===== config.mk =====
export PLATFORM = sky130hd
export DESIGN_NAME = two_class_age_ordered_queue
export DESIGN_NICKNAME = d
export VERILOG_FILES = /design/src/sv/tcaoq_pkg.sv /design/src/sv/tcaoq_class_fifo.sv /design/src/sv/tcaoq_out_buf.sv /design/src/sv/two_class_age_ordered_queue.sv
export SDC_FILE = /design/constraint.sdc
export NUM_CORES = 1
export LEC_CHECK = 0
export BUFFER_PORTS_ARGS = -buffer_cell sky130_fd_sc_hd__buf_4
export CAP_MARGIN = 20
export CORE_MARGIN = 1.5
export CORE_UTILIZATION = 35
export DETAILED_ROUTE_END_ITERATION = 10
export PLACE_DENSITY = 0.54
export SLEW_MARGIN = 20
export SYNTH_ARGS = -nofsm -noshare
export SYNTH_HDL_FRONTEND = slang
export SYNTH_SLANG_ARGS = --single-unit

===== constraint.sdc =====
create_clock -name clk -period 15.3 [get_ports clk]
set_clock_uncertainty 0.15 [all_clocks]
set_input_delay 2.295 -clock clk [delete_from_list [all_inputs] [get_ports clk]]
set_output_delay 2.295 -clock clk [all_outputs]
set_load 0.01 [all_outputs]

===== src/sv/tcaoq_pkg.sv =====
`timescale 1ns / 1ps
// ----------------------------------------------------------------------------
// tcaoq_pkg
// Shared sizes, codes and types of the two-class age-ordered queue.
// ----------------------------------------------------------------------------
package tcaoq_pkg;

  // Sizes of the queues and the item fields.
  localparam int QUEUE_DEPTH = 16;
  localparam int TAG_BITS    = 16;
  localparam int STAMP_BITS  = 8;

  // Derived widths.
  localparam int PTR_BITS  = $clog2(QUEUE_DEPTH);
  localparam int CNT_BITS  = $clog2(QUEUE_DEPTH + 1);
  localparam int DATA_BITS = ((TAG_BITS + 7) / 8) * 8;

  // Operation selector carried with each request.
  typedef enum logic [1:0] {
    OP_ENQ     = 2'd0,
    OP_DEQ_ANY = 2'd1,
    OP_DEQ_C0  = 2'd2,
    OP_DEQ_C1  = 2'd3
  } op_t;

  // Status returned with each result.
  typedef enum logic [1:0] {
    ST_OK    = 2'd0,
    ST_EMPTY = 2'd1,
    ST_FULL  = 2'd2
  } status_t;

  typedef logic [TAG_BITS-1:0]   tag_t;
  typedef logic [STAMP_BITS-1:0] stamp_t;

  // One queue entry: payload tag and arrival stamp.
  typedef struct packed {
    tag_t   tag;
    stamp_t stamp;
  } entry_t;

  // Occupancy report of one class queue.
  typedef struct packed {
    logic                empty;
    logic                full;
    logic [CNT_BITS-1:0] count;
  } fifo_stat_t;

  // One result item.
  typedef struct packed {
    tag_t    tag;
    logic    kind;
    status_t status;
  } result_t;

endpackage


===== src/sv/tcaoq_class_fifo.sv =====
`timescale 1ns / 1ps
// ----------------------------------------------------------------------------
// tcaoq_class_fifo
// Bounded circular queue for one item class with its head entry always
// visible, so a pop decision can be made in the same cycle as a request.
// ----------------------------------------------------------------------------
module tcaoq_class_fifo (
  input  logic                  clk,
  input  logic                  rst,
  input  logic                  push,
  input  tcaoq_pkg::entry_t     push_entry,
  input  logic                  pop,
  output tcaoq_pkg::entry_t     head_entry,
  output tcaoq_pkg::fifo_stat_t stat
);

  tcaoq_pkg::entry_t                    store [tcaoq_pkg::QUEUE_DEPTH];
  logic [tcaoq_pkg::PTR_BITS-1:0]       head;
  logic [tcaoq_pkg::PTR_BITS-1:0]       head_next;
  logic [tcaoq_pkg::PTR_BITS-1:0]       tail;
  logic [tcaoq_pkg::CNT_BITS-1:0]       count;
  logic [tcaoq_pkg::CNT_BITS-1:0]       count_next;
  logic [tcaoq_pkg::CNT_BITS:0]         tail_sum;
  logic                                 do_push;
  logic                                 do_pop;

  // Occupancy flags.
  assign stat.count = count;
  assign stat.empty = (count == '0);
  assign stat.full  = (count == tcaoq_pkg::CNT_BITS'(tcaoq_pkg::QUEUE_DEPTH));

  assign do_push = push && !stat.full;
  assign do_pop  = pop && !stat.empty;

  // Write position is head plus occupancy, wrapped once.
  always_comb begin
    tail_sum = (tcaoq_pkg::CNT_BITS + 1)'(head) + (tcaoq_pkg::CNT_BITS + 1)'(count);
    if (tail_sum >= (tcaoq_pkg::CNT_BITS + 1)'(tcaoq_pkg::QUEUE_DEPTH)) begin
      tail = tcaoq_pkg::PTR_BITS'(tail_sum
             - (tcaoq_pkg::CNT_BITS + 1)'(tcaoq_pkg::QUEUE_DEPTH));
    end else begin
      tail = tcaoq_pkg::PTR_BITS'(tail_sum);
    end
  end

  // Pointer and count updates.
  always_comb begin
    head_next  = head;
    count_next = count;
    if (do_pop) begin
      if (head == tcaoq_pkg::PTR_BITS'(tcaoq_pkg::QUEUE_DEPTH - 1)) begin
        head_next = '0;
      end else begin
        head_next = head + tcaoq_pkg::PTR_BITS'(1);
      end
      count_next = count - tcaoq_pkg::CNT_BITS'(1);
    end else if (do_push) begin
      count_next = count + tcaoq_pkg::CNT_BITS'(1);
    end
  end

  always_ff @(posedge clk) begin
    if (rst) begin
      head  <= '0;
      count <= '0;
    end else begin
      head  <= head_next;
      count <= count_next;
    end
  end

  // Entry storage; contents need no reset.
  always_ff @(posedge clk) begin
    if (do_push) begin
      store[tail] <= push_entry;
    end
  end

  assign head_entry = store[head];

endmodule


===== src/sv/tcaoq_out_buf.sv =====
`timescale 1ns / 1ps
// ----------------------------------------------------------------------------
// tcaoq_out_buf
// Two-slot result buffer: a result register plus a skid register, so a new
// request is taken while a finished result waits downstream.
// ----------------------------------------------------------------------------
module tcaoq_out_buf (
  input  logic               clk,
  input  logic               rst,
  input  logic               push,
  input  tcaoq_pkg::result_t push_result,
  output logic               can_push,
  output logic               out_valid,
  input  logic               out_ready,
  output tcaoq_pkg::result_t out_result
);

  tcaoq_pkg::result_t main_result;
  tcaoq_pkg::result_t skid_result;
  logic               main_valid;
  logic               skid_valid;
  logic               pop;

  assign pop        = main_valid && out_ready;
  assign can_push   = !skid_valid;
  assign out_valid  = main_valid;
  assign out_result = main_result;

  // Valid flags.
  always_ff @(posedge clk) begin
    if (rst) begin
      main_valid <= 1'b0;
      skid_valid <= 1'b0;
    end else if (skid_valid) begin
      if (pop) begin
        skid_valid <= 1'b0;
      end
    end else if (push) begin
      if (main_valid && !pop) begin
        skid_valid <= 1'b1;
      end else begin
        main_valid <= 1'b1;
      end
    end else if (pop) begin
      main_valid <= 1'b0;
    end
  end

  // Result payloads.
  always_ff @(posedge clk) begin
    if (skid_valid) begin
      if (pop) begin
        main_result <= skid_result;
      end
    end else if (push) begin
      if (main_valid && !pop) begin
        skid_result <= push_result;
      end else begin
        main_result <= push_result;
      end
    end
  end

endmodule


===== src/sv/two_class_age_ordered_queue.sv =====
`timescale 1ns / 1ps
// A result is registered into the result buffer when its request is accepted.
// One request per cycle while the result buffer has room; each request is decided
// combinationally from the two queue heads and a single stamp compare.
// A two-slot result buffer keeps requests flowing while one result waits.
// Reset clears both queue pointers and counts, the stamp counter and the
// result buffer; queue contents are not cleared and need no clearing pass.
// ----------------------------------------------------------------------------
// two_class_age_ordered_queue
// Two bounded class queues sharing an arrival stamp counter, with per-class
// dequeue and an oldest-first dequeue across both classes.
// ----------------------------------------------------------------------------
module two_class_age_ordered_queue (
  input  logic                            clk,
  input  logic                            rst,
  input  logic                            s_tvalid,
  output logic                            s_tready,
  input  logic [tcaoq_pkg::DATA_BITS-1:0] s_tdata,   // tag
  input  logic [2:0]                      s_tuser,   // op[1:0], kind[2]
  output logic                            m_tvalid,
  input  logic                            m_tready,
  output logic [tcaoq_pkg::DATA_BITS-1:0] m_tdata,   // out_tag
  output logic [2:0]                      m_tuser    // status[1:0], out_kind[2]
);

  tcaoq_pkg::op_t        op;
  logic                  kind;
  tcaoq_pkg::tag_t       tag;
  logic                  accept;
  logic                  can_push;
  tcaoq_pkg::stamp_t     stamp;
  tcaoq_pkg::stamp_t     stamp_next;
  tcaoq_pkg::stamp_t     stamp_diff;
  tcaoq_pkg::entry_t     push_entry;
  tcaoq_pkg::entry_t     head0;
  tcaoq_pkg::entry_t     head1;
  tcaoq_pkg::fifo_stat_t stat0;
  tcaoq_pkg::fifo_stat_t stat1;
  tcaoq_pkg::result_t    result;
  tcaoq_pkg::result_t    out_result;
  logic                  push0;
  logic                  push1;
  logic                  take0;
  logic                  take1;
  logic                  first_older;

  // Request fields.
  assign op     = tcaoq_pkg::op_t'(s_tuser[1:0]);
  assign kind   = s_tuser[2];
  assign tag    = s_tdata[tcaoq_pkg::TAG_BITS-1:0];
  assign accept = s_tvalid && s_tready;
  assign s_tready = can_push;

  assign push_entry.tag   = tag;
  assign push_entry.stamp = stamp;

  // First-class head is older when the stamp distance is nonzero and below half.
  assign stamp_diff  = head1.stamp - head0.stamp;
  assign first_older = (stamp_diff != '0) && !stamp_diff[tcaoq_pkg::STAMP_BITS-1];

  // Request decode and result formation.
  always_comb begin
    push0         = 1'b0;
    push1         = 1'b0;
    take0         = 1'b0;
    take1         = 1'b0;
    stamp_next    = stamp;
    result.status = tcaoq_pkg::ST_OK;
    result.kind   = 1'b0;
    result.tag    = '0;
    unique case (op)
      tcaoq_pkg::OP_ENQ: begin
        if ((kind && stat1.full) || (!kind && stat0.full)) begin
          result.status = tcaoq_pkg::ST_FULL;
        end else begin
          push0      = !kind;
          push1      = kind;
          stamp_next = stamp + tcaoq_pkg::stamp_t'(1);
        end
      end
      tcaoq_pkg::OP_DEQ_ANY: begin
        if (!stat0.empty && !stat1.empty) begin
          take0 = first_older;
          take1 = !first_older;
        end else begin
          take0 = !stat0.empty;
          take1 = !stat1.empty;
        end
      end
      tcaoq_pkg::OP_DEQ_C0: begin
        take0 = !stat0.empty;
      end
      tcaoq_pkg::OP_DEQ_C1: begin
        take1 = !stat1.empty;
      end
      default: begin
        result.status = tcaoq_pkg::ST_EMPTY;
      end
    endcase
    if (take0) begin
      result.tag = head0.tag;
    end else if (take1) begin
      result.kind = 1'b1;
      result.tag  = head1.tag;
    end else if (op != tcaoq_pkg::OP_ENQ) begin
      result.status = tcaoq_pkg::ST_EMPTY;
    end
  end

  // Shared arrival stamp counter.
  always_ff @(posedge clk) begin
    if (rst) begin
      stamp <= '0;
    end else if (accept) begin
      stamp <= stamp_next;
    end
  end

  tcaoq_class_fifo u_fifo0 (
    .clk        (clk),
    .rst        (rst),
    .push       (accept && push0),
    .push_entry (push_entry),
    .pop        (accept && take0),
    .head_entry (head0),
    .stat       (stat0)
  );

  tcaoq_class_fifo u_fifo1 (
    .clk        (clk),
    .rst        (rst),
    .push       (accept && push1),
    .push_entry (push_entry),
    .pop        (accept && take1),
    .head_entry (head1),
    .stat       (stat1)
  );

  tcaoq_out_buf u_out_buf (
    .clk         (clk),
    .rst         (rst),
    .push        (accept),
    .push_result (result),
    .can_push    (can_push),
    .out_valid   (m_tvalid),
    .out_ready   (m_tready),
    .out_result  (out_result)
  );

  // Result packing.
  assign m_tdata = tcaoq_pkg::DATA_BITS'(out_result.tag);
  assign m_tuser = {out_result.kind, out_result.status};

`ifndef SYNTH
  // Occupancy never exceeds the queue depth.
  assert property (@(posedge clk) disable iff (rst)
    (stat0.count <= tcaoq_pkg::CNT_BITS'(tcaoq_pkg::QUEUE_DEPTH)) &&
    (stat1.count <= tcaoq_pkg::CNT_BITS'(tcaoq_pkg::QUEUE_DEPTH)))
    else $error("class queue occupancy above depth");

  // A dropped enqueue must not advance the stamp counter.
  assert property (@(posedge clk) disable iff (rst)
    accept && (op == tcaoq_pkg::OP_ENQ) &&
    ((kind && stat1.full) || (!kind && stat0.full)) |=> $stable(stamp))
    else $error("stamp advanced on a full enqueue");

  // A dequeue-any with both queues occupied removes exactly one entry.
  assert property (@(posedge clk) disable iff (rst)
    accept && (op == tcaoq_pkg::OP_DEQ_ANY) && !stat0.empty && !stat1.empty |=>
    ((tcaoq_pkg::CNT_BITS + 1)'(stat0.count) + (tcaoq_pkg::CNT_BITS + 1)'(stat1.count)
     + (tcaoq_pkg::CNT_BITS + 1)'(1)) ==
    $past((tcaoq_pkg::CNT_BITS + 1)'(stat0.count) + (tcaoq_pkg::CNT_BITS + 1)'(stat1.count)))
    else $error("dequeue-any did not remove exactly one entry");
`endif

endmodule

==> metrics <==
outcome completed; synthesis warning total 0; post-synthesis cell type count 56; arrival time at the worst endpoint 7240 ps; weighted congestion at the end of routability-driven global placement 0.7675; worst relative slew slack 26.40%; total vias in the final route 15.40k; Layout Nets 1,660; endpoint type of the worst setup path flop; via count of the first global-routing pass 15.97k; CTS clock-pin slew for the worst setup and hold paths 60 ps; share of synthesized area occupied by flip-flops and latches 75.18%; starting density of the core 35.41%; Antenna Nets Post-Route 0; area of all placed cells without fillers 38,200 um2; die width 310.8 um; final number of max-transition violations 0; largest voltage drop on the vdd net 0.09324 mV; pin slew with the least headroom to its limit 1101 ps; async set-reset flop share out of synthesis 0%; Congestion Overflow GR 0; endpoints failing setup 0; total clock buffers created by CTS 85; layout cell share with drive strength beyond 1 31.95%; Final period util 44.90%; synthesized-area fraction occupied by xor and xnor cells 0.6869%; maximum level of the CTS H-tree 3; length of the first detailed-routing pass in iterations 5; remaining routing DRC violations 0; post-synthesis share of cell area spent on and, or, nand and nor gates 1.982%; leakage power total 11.92 nW; Max FO, Critical Path 42; Clock Sink Count 842; number of post-CTS setup repair buffers 0; GR Util All Layers 15.96%; clock tree root buffer cell clkbuf_16; count of routing violations after the opening detailed-route iteration 1,248; Area after DPL 35,340 um2; required time of the worst setup path 15,670 ps; Maximum Capacitance Violations 0; type of element launching the critical path flop; clock latency of the later-clocked register in the worst-skew pair 640 ps; Setup WS post-layout 8431 ps; total wirelength of the detailed-routed design 77,110 um; Layout area overhead 15.24%; worst hold path cell count 2; number of gates resized after CTS 0; most used flip-flop cell after synthesis edfxtp_1; Finished Core Util 40.81%; Die Footprint 96,570 um2; Antenna Cells 0; most frequent cells in the layout edfxtp_1, mux4_2, clkbuf_16, buf_4; multiplexer area fraction after synthesis 17.17%; startpoint-to-endpoint class of the critical path flop to flop; RSZ-0062 raised after global routing no; Post-synth EDFFs 806; minimum clock period after layout 6869 ps; total of flip-flops plus latches after synthesis 842; Final Hold Fails 0; pre-CTS setup slack 8346 ps; HP Class flop to flop; syn_area_per_cell 21.95 um2; maximum number of pins on one net before global-route repair 55; reg2reg path depth 19; Fillers 8,269; initial antenna violation count 1; Clock Tree Buf Depth 3; commonest non-fill, non-tap cell in the layout edfxtp_1; Synth Area in Compound Gates 2.442%; TritonCTS clock tree yes; I/O pin cnt 44; adder and majority cell fraction of the synthesized area 1.147%; number of port buffers 43; final total negative setup slack 0 ps; first-pass GRT wire length 112,400 um; synthesized net count 1,561; hold buffer count at cts 0; Max Freq 145.6 MHz; dominant combinational cell family by area after synthesis multiplexers; synthesized netlist cell count 1,510; total number of placement rows 112; ratio of routed vias to standard cells 5.246; core region area 93,610 um2; DIE HEIGHT 310.8 um; HPWL after DPL 43,040 um; power density over the cells 128.0 nW/um2; routed len/inst 26.27 um; Post-Synthesis Cell Area 33,150 um2
area by class of cell:
type,count,area (um2),share of cell area [%]
Timing Repair Buffer,86,745.7,1.952
Inverter,34,127.6,0.3341
Multi-Input combinational cell,560,8028,21.01
Sequential cell,842,24950,65.32
Clock buffer,102,2212,5.791
Tap cell,1254,1569,4.107
Clock inverter,57,568.0,1.487
cells in the mapped netlist (4+ instances only):
master | number | area share [%]
xnor2_1 | 14 | 0.37
nor3_1 | 6 | 0.091
and3_1 | 4 | 0.075
buf_2 | 11 | 0.17
mux2_1 | 5 | 0.17
o41ai_2 | 16 | 0.79
nand4_1 | 4 | 0.075
mux2_2 | 16 | 0.54
o211ai_1 | 16 | 0.36
nor2_1 | 57 | 0.65
mux4_2 | 240 | 16
fa_1 | 4 | 0.24
nor2b_1 | 6 | 0.11
a21o_1 | 4 | 0.091
nand2b_1 | 4 | 0.075
and2_1 | 4 | 0.075
nand3_1 | 10 | 0.15
o21ai_0 | 14 | 0.21
a21oi_1 | 29 | 0.44
mux2i_1 | 5 | 0.15
or3_1 | 6 | 0.11
nand2_1 | 27 | 0.31
edfxtp_1 | 806 | 73
ha_1 | 24 | 0.91
xor2_1 | 12 | 0.32
buf_6 | 5 | 0.17
clkbuf_1 | 40 | 0.45
dfxtp_1 | 36 | 2.2
buf_1 | 17 | 0.19
inv_1 | 32 | 0.36
final timing paths:
kind                                      startpoint  slack, ps                           endpoint
setup / recovery                                flop       8430      u_fifo1.count[4]$_SDFFE_PP0P_
hold / removal    u_out_buf.skid_result[0]$_DFFE_PP_        380  u_out_buf.out_result[0]$_DFFE_PP_
setup reg to reg                                flop       8430      u_fifo1.count[4]$_SDFFE_PP0P_
hold reg to reg   u_out_buf.skid_result[0]$_DFFE_PP_        380  u_out_buf.out_result[0]$_DFFE_PP_
cell families (layout without fill, tap and decap cells):
logic type,Yosys count,count (layout)
XOR/XNOR,26,26
buffers and inverters,108,279
flip-flops,842,842
multiplexers,266,266
adder cells (fa/ha/maj),28,28
AO/OA/AOI/OAI,100,100
AND/OR/NAND/NOR,140,140
metrics by stage:
stage,hold slack (ps),power (W),cells
after floorplan,327.8,0.002763,1510
after global placement,363.6,0.002852,2768
after detailed placement,358.4,0.002861,2773
after CTS,373.1,0.004941,2932
after global routing,400.5,0.005043,2935
final,376.1,0.004892,2935
routing by layer:
layer	global-route usage [%]	share of wire (%)	wire length, um	vias to the layer above
met5	0	0	0	-
met4	3.969	1.6	1202	0
met3	2.066	4.2	3269	77
met2	26.57	50	38310	357
met1	22.27	45	34330	8424
li1	-	-	-	6538
sequential cells by signal (all words and copies together) (netlist names), named ones only:
name                   count
stamp                      8
u_out_buf.out_result      19
u_fifo0.store            384
u_out_buf.out_valid        1
u_fifo1.count              5
u_fifo0.head               4
u_fifo0.count              5
u_out_buf.skid_valid       1
u_out_buf.skid_result     19
u_fifo1.store            384
u_fifo1.head               4
power breakdown:
part	internal, W	switching (W)
Clock	0.00122	0.000865
Sequential	0.00254	0.0000231
Combinational	0.000108	0.000140
Total	0.00386	0.00103
worst max-delay path: stages (launching register included):
cell and delay [ps]:
dfxtp_4 640, buf_4 760, mux4_2 600, mux4_2 520, ha_1 340, o21ai_0 200
a21oi_1 90, o311a_1 340, o2111a_1 300, a221oi_2 640, nor4_1 140, buf_4 170
nor2_2 340, inv_2 180, ha_1 360, a21o_1 170, a21oi_1 180, nor2_1 60
mux2i_1 180, mux2_1 330
Power figures use the tool's default switching activity.
